<file path="config.mk">
export PLATFORM = sky130hd
export DESIGN_NAME = i2c_master_transfer_sequencer_top
export DESIGN_NICKNAME = d
export VERILOG_FILES = /design/src/design/i2cmts_pkg.sv /design/src/design/i2cmts_step.sv /design/src/design/i2c_master_transfer_sequencer_top.sv
export SDC_FILE = /design/constraint.sdc
export NUM_CORES = 1
export LEC_CHECK = 0
export BUFFER_PORTS_ARGS = -buffer_cell sky130_fd_sc_hd__clkbuf_2
export CORE_ASPECT_RATIO = 0.7
export CORE_UTILIZATION = 58
export DETAILED_ROUTE_END_ITERATION = 10
export PLACE_DENSITY = 0.87
export SLEW_MARGIN = 40
export SYNTH_ARGS = -nofsm -noshare
export SYNTH_HDL_FRONTEND = slang
export SYNTH_SLANG_ARGS = --single-unit
</file>
<file path="constraint.sdc">
create_clock -name clk -period 4.7 [get_ports clk]
set_input_delay 0.47 -clock clk [delete_from_list [all_inputs] [get_ports clk]]
set_output_delay 0.47 -clock clk [all_outputs]
set_load 0.01 [all_outputs]
</file>
<file path="src/design/i2cmts_pkg.sv">
package i2cmts_pkg;

  // Sequencer phases, one-hot.
  typedef enum logic [6:0] {
    PH_IDLE  = 7'b0000001,
    PH_START = 7'b0000010,
    PH_ADDR  = 7'b0000100,
    PH_WBYTE = 7'b0001000,
    PH_TXD   = 7'b0010000,
    PH_RX    = 7'b0100000,
    PH_NEXT  = 7'b1000000
  } phase_t;

  // Input operation codes.
  localparam logic [1:0] OP_DESC   = 2'd0;
  localparam logic [1:0] OP_STATUS = 2'd1;
  localparam logic [1:0] OP_WBYTE  = 2'd2;
  localparam logic [1:0] OP_TICK   = 2'd3;

  // Core status codes.
  localparam logic [7:0] ST_BUS_ERROR = 8'h00;
  localparam logic [7:0] ST_START     = 8'h08;
  localparam logic [7:0] ST_RSTART    = 8'h10;
  localparam logic [7:0] ST_AW_ACK    = 8'h18;
  localparam logic [7:0] ST_TXD_ACK   = 8'h28;
  localparam logic [7:0] ST_AR_ACK    = 8'h40;
  localparam logic [7:0] ST_RXD_ACK   = 8'h50;
  localparam logic [7:0] ST_RXD_NAK   = 8'h58;

  // Commands to the byte-level core.
  localparam logic [2:0] CMD_NONE  = 3'd0;
  localparam logic [2:0] CMD_START = 3'd1;
  localparam logic [2:0] CMD_SEND  = 3'd2;
  localparam logic [2:0] CMD_RACK  = 3'd3;
  localparam logic [2:0] CMD_RNAK  = 3'd4;
  localparam logic [2:0] CMD_STOP  = 3'd5;

  // Awaiting codes.
  localparam logic [1:0] AW_IDLE   = 2'd0;
  localparam logic [1:0] AW_STATUS = 2'd1;
  localparam logic [1:0] AW_WBYTE  = 2'd2;
  localparam logic [1:0] AW_NEXT   = 2'd3;

  localparam logic [7:0] TICKS_MAX = 8'hFF;

  typedef struct packed {
    logic [1:0] op;
    logic [6:0] msg_addr;
    logic       is_read;
    logic [7:0] msg_len;
    logic       is_last;
    logic [7:0] status_code;
    logic [7:0] data_byte;
  } in_word_t;

  typedef struct packed {
    logic [2:0] cmd;
    logic [7:0] cmd_byte;
    logic       rd_valid;
    logic [7:0] rd_byte;
    logic       done_res;
    logic       failed;
    logic [7:0] msgs_done;
    logic [1:0] awaiting;
  } out_word_t;

  typedef struct packed {
    phase_t     phase;
    logic [6:0] target_addr;
    logic       dir_read;
    logic       final_msg;
    logic [7:0] bytes_left;
    logic [7:0] completed_count;
    logic [7:0] wait_ticks;
    logic       first_msg;
  } seq_state_t;

endpackage

</file>
<file path="src/design/i2cmts_step.sv">
module i2cmts_step (
  input  i2cmts_pkg::in_word_t   in_word,
  input  i2cmts_pkg::seq_state_t cur,
  input  logic [7:0]             timeout_ticks,
  output i2cmts_pkg::seq_state_t nxt,
  output i2cmts_pkg::out_word_t  res
);

  logic       waiting;
  logic       do_status;
  logic [7:0] st;
  logic [7:0] rx;
  logic [7:0] lim;
  logic [7:0] ticks;
  logic [7:0] bl;
  logic       fin;
  logic       fin_stop;
  logic       fin_fail;
  logic       msg_cmpl;

  assign waiting = (cur.phase == i2cmts_pkg::PH_START) || (cur.phase == i2cmts_pkg::PH_ADDR) ||
                   (cur.phase == i2cmts_pkg::PH_TXD)   || (cur.phase == i2cmts_pkg::PH_RX);

  always_comb begin
    nxt       = cur;
    res       = '0;
    do_status = 1'b0;
    st        = in_word.status_code;
    rx        = in_word.data_byte;
    lim       = (timeout_ticks == 8'd0) ? 8'd1 : timeout_ticks;
    ticks     = cur.wait_ticks;
    bl        = cur.bytes_left;
    fin       = 1'b0;
    fin_stop  = 1'b0;
    fin_fail  = 1'b0;
    msg_cmpl  = 1'b0;

    unique case (in_word.op)
      i2cmts_pkg::OP_DESC: begin
        if (cur.phase == i2cmts_pkg::PH_IDLE || cur.phase == i2cmts_pkg::PH_NEXT) begin
          if (cur.phase == i2cmts_pkg::PH_IDLE) begin
            nxt.completed_count = 8'd0;
            nxt.first_msg       = 1'b1;
          end
          nxt.target_addr = in_word.msg_addr;
          nxt.dir_read    = in_word.is_read;
          nxt.bytes_left  = in_word.msg_len;
          nxt.final_msg   = in_word.is_last;
          nxt.wait_ticks  = 8'd0;
          nxt.phase       = i2cmts_pkg::PH_START;
          res.cmd         = i2cmts_pkg::CMD_START;
        end
      end
      i2cmts_pkg::OP_STATUS: begin
        do_status = waiting;
      end
      i2cmts_pkg::OP_WBYTE: begin
        if (cur.phase == i2cmts_pkg::PH_WBYTE) begin
          res.cmd        = i2cmts_pkg::CMD_SEND;
          res.cmd_byte   = in_word.data_byte;
          nxt.wait_ticks = 8'd0;
          nxt.phase      = i2cmts_pkg::PH_TXD;
        end
      end
      i2cmts_pkg::OP_TICK: begin
        if (waiting) begin
          if (ticks < i2cmts_pkg::TICKS_MAX) begin
            ticks = ticks + 8'd1;
          end
          nxt.wait_ticks = ticks;
          if (ticks >= lim) begin
            do_status = 1'b1;
            st        = i2cmts_pkg::ST_BUS_ERROR;
            rx        = 8'd0;
          end
        end
      end
      default: begin
      end
    endcase

    if (do_status) begin
      unique case (cur.phase)
        i2cmts_pkg::PH_START: begin
          if (st != (cur.first_msg ? i2cmts_pkg::ST_START : i2cmts_pkg::ST_RSTART)) begin
            fin      = 1'b1;
            fin_fail = 1'b1;
            fin_stop = !cur.first_msg;
          end else begin
            res.cmd        = i2cmts_pkg::CMD_SEND;
            res.cmd_byte   = {cur.target_addr, cur.dir_read};
            nxt.wait_ticks = 8'd0;
            nxt.phase      = i2cmts_pkg::PH_ADDR;
          end
        end
        i2cmts_pkg::PH_ADDR: begin
          if (st != (cur.dir_read ? i2cmts_pkg::ST_AR_ACK : i2cmts_pkg::ST_AW_ACK)) begin
            fin      = 1'b1;
            fin_fail = 1'b1;
            fin_stop = 1'b1;
          end else begin
            nxt.wait_ticks = 8'd0;
            if (bl == 8'd0) begin
              msg_cmpl = 1'b1;
            end else if (cur.dir_read) begin
              res.cmd   = (bl == 8'd1) ? i2cmts_pkg::CMD_RNAK : i2cmts_pkg::CMD_RACK;
              nxt.phase = i2cmts_pkg::PH_RX;
            end else begin
              nxt.phase = i2cmts_pkg::PH_WBYTE;
            end
          end
        end
        i2cmts_pkg::PH_TXD: begin
          if (st != i2cmts_pkg::ST_TXD_ACK) begin
            fin      = 1'b1;
            fin_fail = 1'b1;
            fin_stop = 1'b1;
          end else begin
            nxt.wait_ticks = 8'd0;
            bl             = bl - 8'd1;
            nxt.bytes_left = bl;
            if (bl == 8'd0) begin
              msg_cmpl = 1'b1;
            end else begin
              nxt.phase = i2cmts_pkg::PH_WBYTE;
            end
          end
        end
        i2cmts_pkg::PH_RX: begin
          if (st != ((bl <= 8'd1) ? i2cmts_pkg::ST_RXD_NAK : i2cmts_pkg::ST_RXD_ACK)) begin
            fin      = 1'b1;
            fin_fail = 1'b1;
            fin_stop = 1'b1;
          end else begin
            nxt.wait_ticks = 8'd0;
            res.rd_valid   = 1'b1;
            res.rd_byte    = rx;
            bl             = bl - 8'd1;
            nxt.bytes_left = bl;
            if (bl == 8'd0) begin
              msg_cmpl = 1'b1;
            end else begin
              res.cmd   = (bl == 8'd1) ? i2cmts_pkg::CMD_RNAK : i2cmts_pkg::CMD_RACK;
              nxt.phase = i2cmts_pkg::PH_RX;
            end
          end
        end
        default: begin
        end
      endcase
    end

    if (msg_cmpl) begin
      nxt.completed_count = cur.completed_count + 8'd1;
      if (cur.final_msg) begin
        fin      = 1'b1;
        fin_stop = 1'b1;
      end else begin
        nxt.first_msg = 1'b0;
        nxt.phase     = i2cmts_pkg::PH_NEXT;
      end
    end

    if (fin) begin
      if (fin_stop) begin
        res.cmd      = i2cmts_pkg::CMD_STOP;
        res.cmd_byte = 8'd0;
      end
      res.done_res   = 1'b1;
      res.failed     = fin_fail;
      nxt.phase      = i2cmts_pkg::PH_IDLE;
      nxt.first_msg  = 1'b1;
      nxt.bytes_left = 8'd0;
      nxt.wait_ticks = 8'd0;
    end

    res.msgs_done = nxt.completed_count;
    unique case (nxt.phase)
      i2cmts_pkg::PH_IDLE:  res.awaiting = i2cmts_pkg::AW_IDLE;
      i2cmts_pkg::PH_WBYTE: res.awaiting = i2cmts_pkg::AW_WBYTE;
      i2cmts_pkg::PH_NEXT:  res.awaiting = i2cmts_pkg::AW_NEXT;
      default:              res.awaiting = i2cmts_pkg::AW_STATUS;
    endcase
  end

endmodule

</file>
<file path="src/design/i2c_master_transfer_sequencer_top.sv">
// Channel  | Direction | Handshake             | Word
// ---------+-----------+-----------------------+----------------------------------
// in_      | input     | in_valid / in_ready   | i2cmts_pkg::in_word_t (event)
// out_     | output    | out_valid / out_ready | i2cmts_pkg::out_word_t (result)
// cfg_     | input     | cfg_valid / cfg_ready | 8-bit status timeout in ticks
//
// Every accepted input word produces exactly one result word, computed combinationally
// from the sequencer state register and written to the output or skid register.
// A two-entry output stage (output register plus skid register) lets one word per
// cycle flow while out_ready is high; in_ready depends only on the skid register.
// Reset (synchronous, active low) returns the sequencer to idle and the timeout
// register to one tick. cfg_ready is always high.
module i2c_master_transfer_sequencer_top (
  input  logic                  clk,
  input  logic                  rst_n,
  input  logic                  in_valid,
  output logic                  in_ready,
  input  i2cmts_pkg::in_word_t  in_data,
  output logic                  out_valid,
  input  logic                  out_ready,
  output i2cmts_pkg::out_word_t out_data,
  input  logic                  cfg_valid,
  output logic                  cfg_ready,
  input  logic [7:0]            cfg_data
);

  i2cmts_pkg::seq_state_t state_r;
  i2cmts_pkg::seq_state_t state_nxt;
  i2cmts_pkg::out_word_t  step_res;
  i2cmts_pkg::out_word_t  out_r;
  i2cmts_pkg::out_word_t  out_nxt;
  i2cmts_pkg::out_word_t  skid_r;
  i2cmts_pkg::out_word_t  skid_nxt;
  logic                   out_valid_r;
  logic                   out_valid_nxt;
  logic                   skid_valid_r;
  logic                   skid_valid_nxt;
  logic [7:0]             timeout_r;
  logic                   push;
  logic                   pop;

  // The whole per-event decision is one combinational step.
  i2cmts_step u_step (
    .in_word       (in_data),
    .cur           (state_r),
    .timeout_ticks (timeout_r),
    .nxt           (state_nxt),
    .res           (step_res)
  );

  assign cfg_ready = 1'b1;
  assign in_ready  = !skid_valid_r;
  assign out_valid = out_valid_r;
  assign out_data  = out_r;

  assign push = in_valid && in_ready;
  assign pop  = out_valid_r && out_ready;

  // Output stage: a new result goes straight to the output register when it is
  // empty or draining this cycle; otherwise it parks in the skid register.
  always_comb begin
    out_nxt        = out_r;
    out_valid_nxt  = out_valid_r;
    skid_nxt       = skid_r;
    skid_valid_nxt = skid_valid_r;
    if (pop) begin
      if (skid_valid_r) begin
        out_nxt        = skid_r;
        skid_valid_nxt = 1'b0;
      end else begin
        out_valid_nxt = 1'b0;
      end
    end
    if (push) begin
      if (!out_valid_r || pop) begin
        out_nxt       = step_res;
        out_valid_nxt = 1'b1;
      end else begin
        skid_nxt       = step_res;
        skid_valid_nxt = 1'b1;
      end
    end
  end

  always_ff @(posedge clk) begin
    if (!rst_n) begin
      state_r.phase           <= i2cmts_pkg::PH_IDLE;
      state_r.target_addr     <= 7'd0;
      state_r.dir_read        <= 1'b0;
      state_r.final_msg       <= 1'b0;
      state_r.bytes_left      <= 8'd0;
      state_r.completed_count <= 8'd0;
      state_r.wait_ticks      <= 8'd0;
      state_r.first_msg       <= 1'b1;
      out_valid_r             <= 1'b0;
      skid_valid_r            <= 1'b0;
      timeout_r               <= 8'd1;
    end else begin
      if (push) begin
        state_r <= state_nxt;
      end
      out_valid_r  <= out_valid_nxt;
      skid_valid_r <= skid_valid_nxt;
      if (cfg_valid && cfg_ready) begin
        timeout_r <= cfg_data;
      end
    end
  end

  // Result payload registers carry no reset; their valid flags guard them.
  always_ff @(posedge clk) begin
    out_r  <= out_nxt;
    skid_r <= skid_nxt;
  end

endmodule

</file>
==> summary.md, run 1 <==
| Metric | Value |
|---|---|
| Status | `completed` |
| M1 wire length | `about 7 mm` |
| Final hold violation count | `0` |
| Vias/cell | `6.28` |
| Setup TNS | `0 ns` |
| Port Buffer Count | `81` |
| Clock Power Share | `0.508` |
| End-of-flow core utilization | `0.726` |
| Synth warn | `0` |
| Cts hold-fix bufs | `0` |
| Post-CTS Setup Inserts | `0` |
| Critical path's slowest cell | `or4_1` |
| H-tree levels | `4` |
| CTS max path bufs | `2` |
| Final antenna-violating net count | `0` |
| Switching Share | `0.245` |
| FMAX | `between 200 and 250 MHz` |
| Detailed Route Iter0 Violations | `602` |
| Critical-path maximum fanout | `9` |
| Worst EP arrival | `around 4.4 ns` |
| CP Data Required Time | `approximately 5 ns` |
| CTS clock-pin slew for the worst setup and hold paths | `~0.06 ns` |
| Top layer in use | `met4` |
| Worst-margin pin slew | `0.847 ns` |
| Gate power share | `0.091` |
| GR Util All Layers | `0.304` |
| Mapped Area | `between 6000 and 7000 um^2` |
| Post-synth EDFFs | `32` |
| Vias in the first global route | `between 5k and 6k` |
| Post-CTS Resized | `0` |
| Yosys reg bits | `about 120` |
| Grt ovf | `0` |
| FP Rows | `30` |
| GP Congestion | `0.935` |
| Max Clock Skew | `0.0106 ns` |
| Max stage delay on crit path | `0.54 ns` |
| Final std cells w/o fill | `~900` |
| VDD IR max | `just over 0.0003 V` |
| Clk sinks | `between 100 and 150` |
| Antenna fix cells | `0` |
| First-pass GRT wire length | `roughly 26 mm` |
| Leak Pwr | `a little over 3 nW` |
| Most used cell, CP | `ha_1` |
| Post-DR wirelength/cell | `18.5 um` |
| Wire length on met3 | `1.54 mm` |
| Core Area | `just under 10,000 um^2` |
| Synthesized instance count | `roughly 680` |
| Yosys cell types | `75` |
| Startpoint Class | `flip-flop` |
| Layout area overhead | `18.3%` |
| Starting Density | `0.614` |
| Die height | `between 80 and 90 um` |
| Min Hold Slack | `roughly 0.27 ns` |
| Clock Tree Root | `clkbuf_16` |
| Crit Path Class | `flip-flop to flip-flop` |
| Tot Pwr | `~2.7 mW` |
| Clk Latency, worst-skew pair | `0.42 ns` |
| Setup Viol. Count Final | `0` |
| DRC viols | `0` |
| Seq/Total Area, Yosys | `0.429` |
| Crit path time final | `approximately 4.1 ns` |
| RSZ-0062 raised after global routing | `no` |
| Register share of total power | `0.400` |
| Drt pass-1 iters | `5` |
| Nets | `816` |
| Largest net degree at the start of global routing | `51` |
| Hold crit path type | `input port to flip-flop` |
| Final WL | `~17 mm` |
| Post-synth ARST share | `0` |
| Placed cells | `862` |
| CTS tree | `yes` |
| Inserted Clock Buffers | `17` |
| Max-Cap Viols | `0` |
| Layout cell share with drive strength beyond 1 | `0.189` |
| Slew Limit Fails | `0` |
| Post-DP HPWL | `around 11 mm` |
| Die W | `125 um` |
| Die Area | `roughly 11,000 um^2` |
| Cell Chain, Critical Path | `ha_1, and3_1, nand3_1, nand4_1, xnor2_1, ha_1, a41o_1, a21oi_1, o31a_2, o21ai_0, nor3_2, buf_4, o32ai_1, or4_1, a21boi_0` |
| Initial antenna violation count | `0` |
| Most used DFF post-synth | `dfxtp_1` |
| Psw | `between 0.6 and 0.7 mW` |
| Final Cycle Share | `0.875` |
| Synth Area per Inst | `between 9 and 10 um^2` |
| PD cells | `376 nW/um^2` |
| I/O pin cnt | `83` |
| Via count | `roughly 5.6k` |
| Syn nets | `740` |
| Critical Path Sink Type | `flip-flop` |
| Metal2 WL | `about 7.5 mm` |
| Cell-internal power | `2.05 mW` |
| Slew HR | `0.433` |
power groups by stage:
stage          clock (mW)  sequential (mW)  combinational [mW]
6_report             1.38             1.09               0.247
5_1_grt              1.43             1.09               0.270
4_1_cts              1.38             1.09               0.244
3_5_place_dp            0             1.11               0.241
3_3_place_gp            0             1.10               0.233
2_1_floorplan           0             1.10               0.156
state kept, by name (all words and copies together) (netlist names):
signal and count:
skid_r 32, timeout_r 8, out_valid 1, state_r 41, out_data 32, skid_valid_r 1
metrics by stage:
stage               worst slack (ns)  instance area (um^2)
floorplan                       1.02                  6110
global placement               0.864                  6600
detailed placement             0.692                  6600
CTS                            0.629                  7220
global route                   0.337                  7220
finish                         0.588                  7220
synthesized netlist by cell type (11+ instances only):
master	n	area, um^2
edfxtp_1	32	961
o21ai_0	44	220
dfxtp_1	83	1660
and2_1	11	68.8
nor3_1	12	60.1
a21oi_1	29	145
nor2b_1	18	113
ha_1	15	188
inv_1	21	78.8
clkbuf_1	24	90.1
mux2i_1	38	380
nand2_1	87	327
a21boi_0	16	120
and3_1	11	68.8
nor2_1	52	195
nand3_1	25	125
layer usage:
metal / track usage / vias to the layer above
li1: - / 2620
met1: 0.412 / 2653
met2: 0.471 / 298
met3: 0.0733 / 43
met4: 0.130 / 0
met5: 0 / -
critical path: cells and delay by family (launching register included):
kind                       cells  cell delay, ns
DFF                            1            0.42
buffers and inverters          1            0.21
adders and majority gates      2            0.56
and+or+nand+nor                5            1.46
xor gates and xnor gates       1            0.17
AOI/OAI and AO/OA              6            1.21
logic make-up after synthesis:
kind of cell,synth area share
compound gates,0.190
xor+xnor,0.0143
fa+ha+maj,0.0307
buf+inv,0.0399
flops,0.429
mux,0.0715
other cells,0.000614
simple gates,0.224
layout make-up:
| cell class | count | area, um^2 |
|---|---|---|
| Multi-Input combinational cell | 507 | 3250 |
| Fill cell | 707 | 2720 |
| Sequential cell | 115 | 2620 |
| Timing Repair Buffer | 91 | 483 |
| Clock buffer | 19 | 443 |
| Clock inverter | 13 | 181 |
| Tap cell | 128 | 160 |
| Inverter | 21 | 78.8 |
placed cells by master (no fill, tap or decap), types with 4 or more instances in the layout:
cell,count
nand2_1,87
dfxtp_1,83
clkbuf_2,80
nor2_1,52
o21ai_0,44
mux2i_1,38
edfxtp_1,32
a21oi_1,29
nand3_1,24
inv_1,21
nor2b_1,18
clkbuf_16,17
a21boi_0,16
ha_1,15
nor3_1,12
and3_1,11
and2_1,11
buf_4,10
nor4_1,9
o211ai_1,9
a22o_1,9
o21a_1,8
a21o_1,8
a22oi_1,8
nand4_1,6
xnor2_1,6
a31oi_1,6
mux2_2,5
nor3b_1,5
nand4b_1,4
xor2_1,4
nand2b_1,4
or3_1,4
bufinv_16,4
final timing paths:
path                                          startpoint                   endpoint  slack, ns  cells after the start
worst max register to register   state_r[1]$_SDFFE_PN0P_   state_r[36]$_SDFFE_PN0P_       0.59                     15
worst min-delay path                         cfg_data[0]  timeout_r[0]$_SDFFE_PN1P_       0.27                      3
worst max-delay path             state_r[1]$_SDFFE_PN0P_   state_r[36]$_SDFFE_PN0P_       0.59                     15
worst min register to register  state_r[31]$_SDFFE_PN0P_   state_r[31]$_SDFFE_PN0P_       0.47                      2
Power figures use the tool's default switching activity.
==> run 2, diff against run 1 <==
Settings changed: BUFFER_PORTS_ARGS -buffer_cell sky130_fd_sc_hd__clkbuf_2 to -buffer_cell sky130_fd_sc_hd__buf_4.
==> run 2 against run 1 <==
Critical path type unchanged. Sequential power hardly changed. Critical endpoint is now state_r[24]$_SDFFE_PN0P_. Largest power group unchanged. First-iteration DRC count decreased by 0.17%. Fmax shrank 3.2%.
==> summary.md, run 2 (same netlist as run 1, synthesis figures left out) <==
| Metric | Value |
|---|---|
| CP Data Required Time | `5.06 ns (+0.04 ns)` |
| Most used cell, CP | `ha_1` |
| Startpoint Class | `flip-flop` |
| Layout area overhead | `20.7%` |
| Most frequent cells in the layout | `buf_4, nand2_1, dfxtp_1` |
| Critical Path Sink Type | `flip-flop` |
| Port Buffer Count | `81 (unchanged)` |
| Critical-path maximum fanout | `9 (unchanged)` |
| Final WL | `16.3 mm (-1.7%)` |
| Starting Density | `0.614 (unchanged)` |
| Max stage delay on crit path | `0.42 ns (-0.12 ns)` |
| RSZ-0062 raised after global routing | `no` |
| H-tree levels | `4 (unchanged)` |
| Cts hold-fix bufs | `0 (unchanged)` |
| First-pass GRT wire length | `26.2 mm (+0.96%)` |
| Cell Chain, Critical Path | `ha_1, and3_1, nand3_2, nand4_1, xnor2_1, ha_1, a41o_1, a21oi_1, o31a_2, o21ai_0, a221oi_2, a2bb2oi_2, buf_4, o311ai_0, a21boi_0, o21a_1` |
| Crit Path Class | `flip-flop to flip-flop` |
| Inserted Clock Buffers | `17 (unchanged)` |
| Crit path time final | `4.25 ns (+0.137 ns)` |
| Worst EP arrival | `4.61 ns (+0.17 ns)` |
| Top reg by flops | `state_r` |
| Layout cell share with drive strength beyond 1 | `0.196 (+0.00704)` |
| Slew HR | `0.425 (-0.00801)` |
| Vias/cell | `6.19 (-1.4%)` |
| Grt ovf | `0 (unchanged)` |
| Critical path's slowest cell | `dfxtp_1` |
| Die Area | `11,000 um^2 (unchanged)` |
| Hold crit path type | `input port to flip-flop` |
| Status | `completed` |
| Initial antenna violation count | `0 (unchanged)` |
| CTS tree | `yes` |
| Setup Viol. Count Final | `0 (unchanged)` |
| Fillers | `736 (+4.1%)` |
| Largest net degree at the start of global routing | `65 (+27%)` |
| Max FFs per register | `41 (unchanged)` |
| Via count | `5,521 (-1.7%)` |
| Clk sinks | `115 (unchanged)` |
| Nets | `814 (-0.25%)` |
| Final Cycle Share | `0.904 (+0.0292)` |
| Vias in the first global route | `5,318 (+2.9%)` |
| Slew Limit Fails | `0 (unchanged)` |
| Detailed Route Iter0 Violations | `601 (-0.17%)` |
| FMAX | `235 MHz (-3.2%)` |
| Die W | `125 um (unchanged)` |
| I/O pin cnt | `83 (unchanged)` |
| Final hold violation count | `0 (unchanged)` |
| CTS clock-pin slew for the worst setup and hold paths | `0.06 ns (about the same)` |
| Clock Tree Root | `clkbuf_16` |
| Setup TNS | `0 ns (unchanged)` |
| Tot Pwr | `2.59 mW (-4.6%)` |
| Die height | `87.9 um (unchanged)` |
| Final std cells w/o fill | `892 (-0.22%)` |
| Post-CTS Resized | `0 (unchanged)` |
| Post-DR wirelength/cell | `18.3 um (-1.4%)` |
| Post-CTS Setup Inserts | `0 (unchanged)` |
| Worst-margin pin slew | `0.859 ns (+0.0120 ns)` |
| Final antenna-violating net count | `0 (unchanged)` |
| Clk Latency, worst-skew pair | `0.42 ns (about the same)` |
| Leak Pwr | `3.10 nW (+0.87%)` |
| VDD IR max | `0.000271 V (-12%)` |
| FP Rows | `30 (unchanged)` |
| DRC viols | `0 (unchanged)` |
| GP Congestion | `0.890 (-4.9%)` |
| GR Util All Layers | `0.308 (+0.00385)` |
| Commonest non-fill, non-tap cell in the layout | `buf_4` |
| Post-DP HPWL | `10.9 mm (-3.4%)` |
| Placed cells | `860 (-0.23%)` |
| Antenna fix cells | `0 (unchanged)` |
| CTS max path bufs | `2 (unchanged)` |
| Core Area | `9950 um^2 (unchanged)` |
| Max-Cap Viols | `0 (unchanged)` |
| Drt pass-1 iters | `5 (unchanged)` |
| PD cells | `351 nW/um^2 (-6.5%)` |
| Max Clock Skew | `0.00964 ns (-0.000950 ns)` |
[run 2: cell count changes in the layout (fill, tap and decap cells not counted), sizes merged]
cell	before	now
inv	23	24
clkbuf	100	18
bufinv	4	1
buf	10	89
clkinv	4	7
[run 2: worst max-delay path: cells and delay by family, from the launching register on]
kind	cells	cell delay, ns
AO/OA/AOI/OAI	9	2.14
AND/OR/NAND/NOR	3	0.61
adder cells (fa/ha/maj)	2	0.59
flip-flops	1	0.42
buffers and inverters	1	0.24
XOR/XNOR	1	0.17
[run 2: through the flow]
stage	worst slack, ns	util	hold WS [ns]	cell area (um^2)
after floorplan	1.02	-	0.444	6110
after global placement	0.548	0.682	0.452	6780
after detailed placement	0.287	0.682	0.460	6780
after CTS	0.164	0.739	0.259	7350
after global routing	0.00269	0.741	0.280	7370
final	0.451	0.741	0.264	7370
[run 2: power by group]
| group | switching, mW | internal, mW | total [mW] |
|---|---|---|---|
| Sequential | 0.0321 | 1.05 | 1.08 |
| Combinational | 0.150 | 0.114 | 0.264 |
| Clock | 0.499 | 0.744 | 1.24 |
[run 2: final timing paths]
path	from	to	slack (ns)	depth (start not counted)
setup reg to reg	state_r[1]$_SDFFE_PN0P_	state_r[24]$_SDFFE_PN0P_	0.45	16
setup / recovery	state_r[1]$_SDFFE_PN0P_	state_r[24]$_SDFFE_PN0P_	0.45	16
hold / removal	cfg_data[0]	timeout_r[0]$_SDFFE_PN1P_	0.26	3
hold reg to reg	state_r[28]$_SDFFE_PN0P_	state_r[28]$_SDFFE_PN0P_	0.47	2
[run 2: layer usage]
| metal | vias to the layer above | global-route usage | wire length, um |
|---|---|---|---|
| met2 | 240 | 0.516 | 7720 |
| met3 | 35 | 0.0831 | 1230 |
| li1 | 2618 | - | - |
| met4 | 0 | 0.115 | 270 |
| met5 | - | 0 | 0 |
| met1 | 2628 | 0.387 | 7070 |
[run 2: final cells by class]
cell class | count | area [um^2] | share of cell area
Multi-Input combinational cell | 507 | 3280 | 0.444
Inverter | 21 | 78.8 | 0.0107
Clock inverter | 14 | 129 | 0.0175
Sequential cell | 115 | 2620 | 0.356
Timing Repair Buffer | 89 | 668 | 0.0906
Clock buffer | 18 | 439 | 0.0596
Tap cell | 128 | 160 | 0.0217
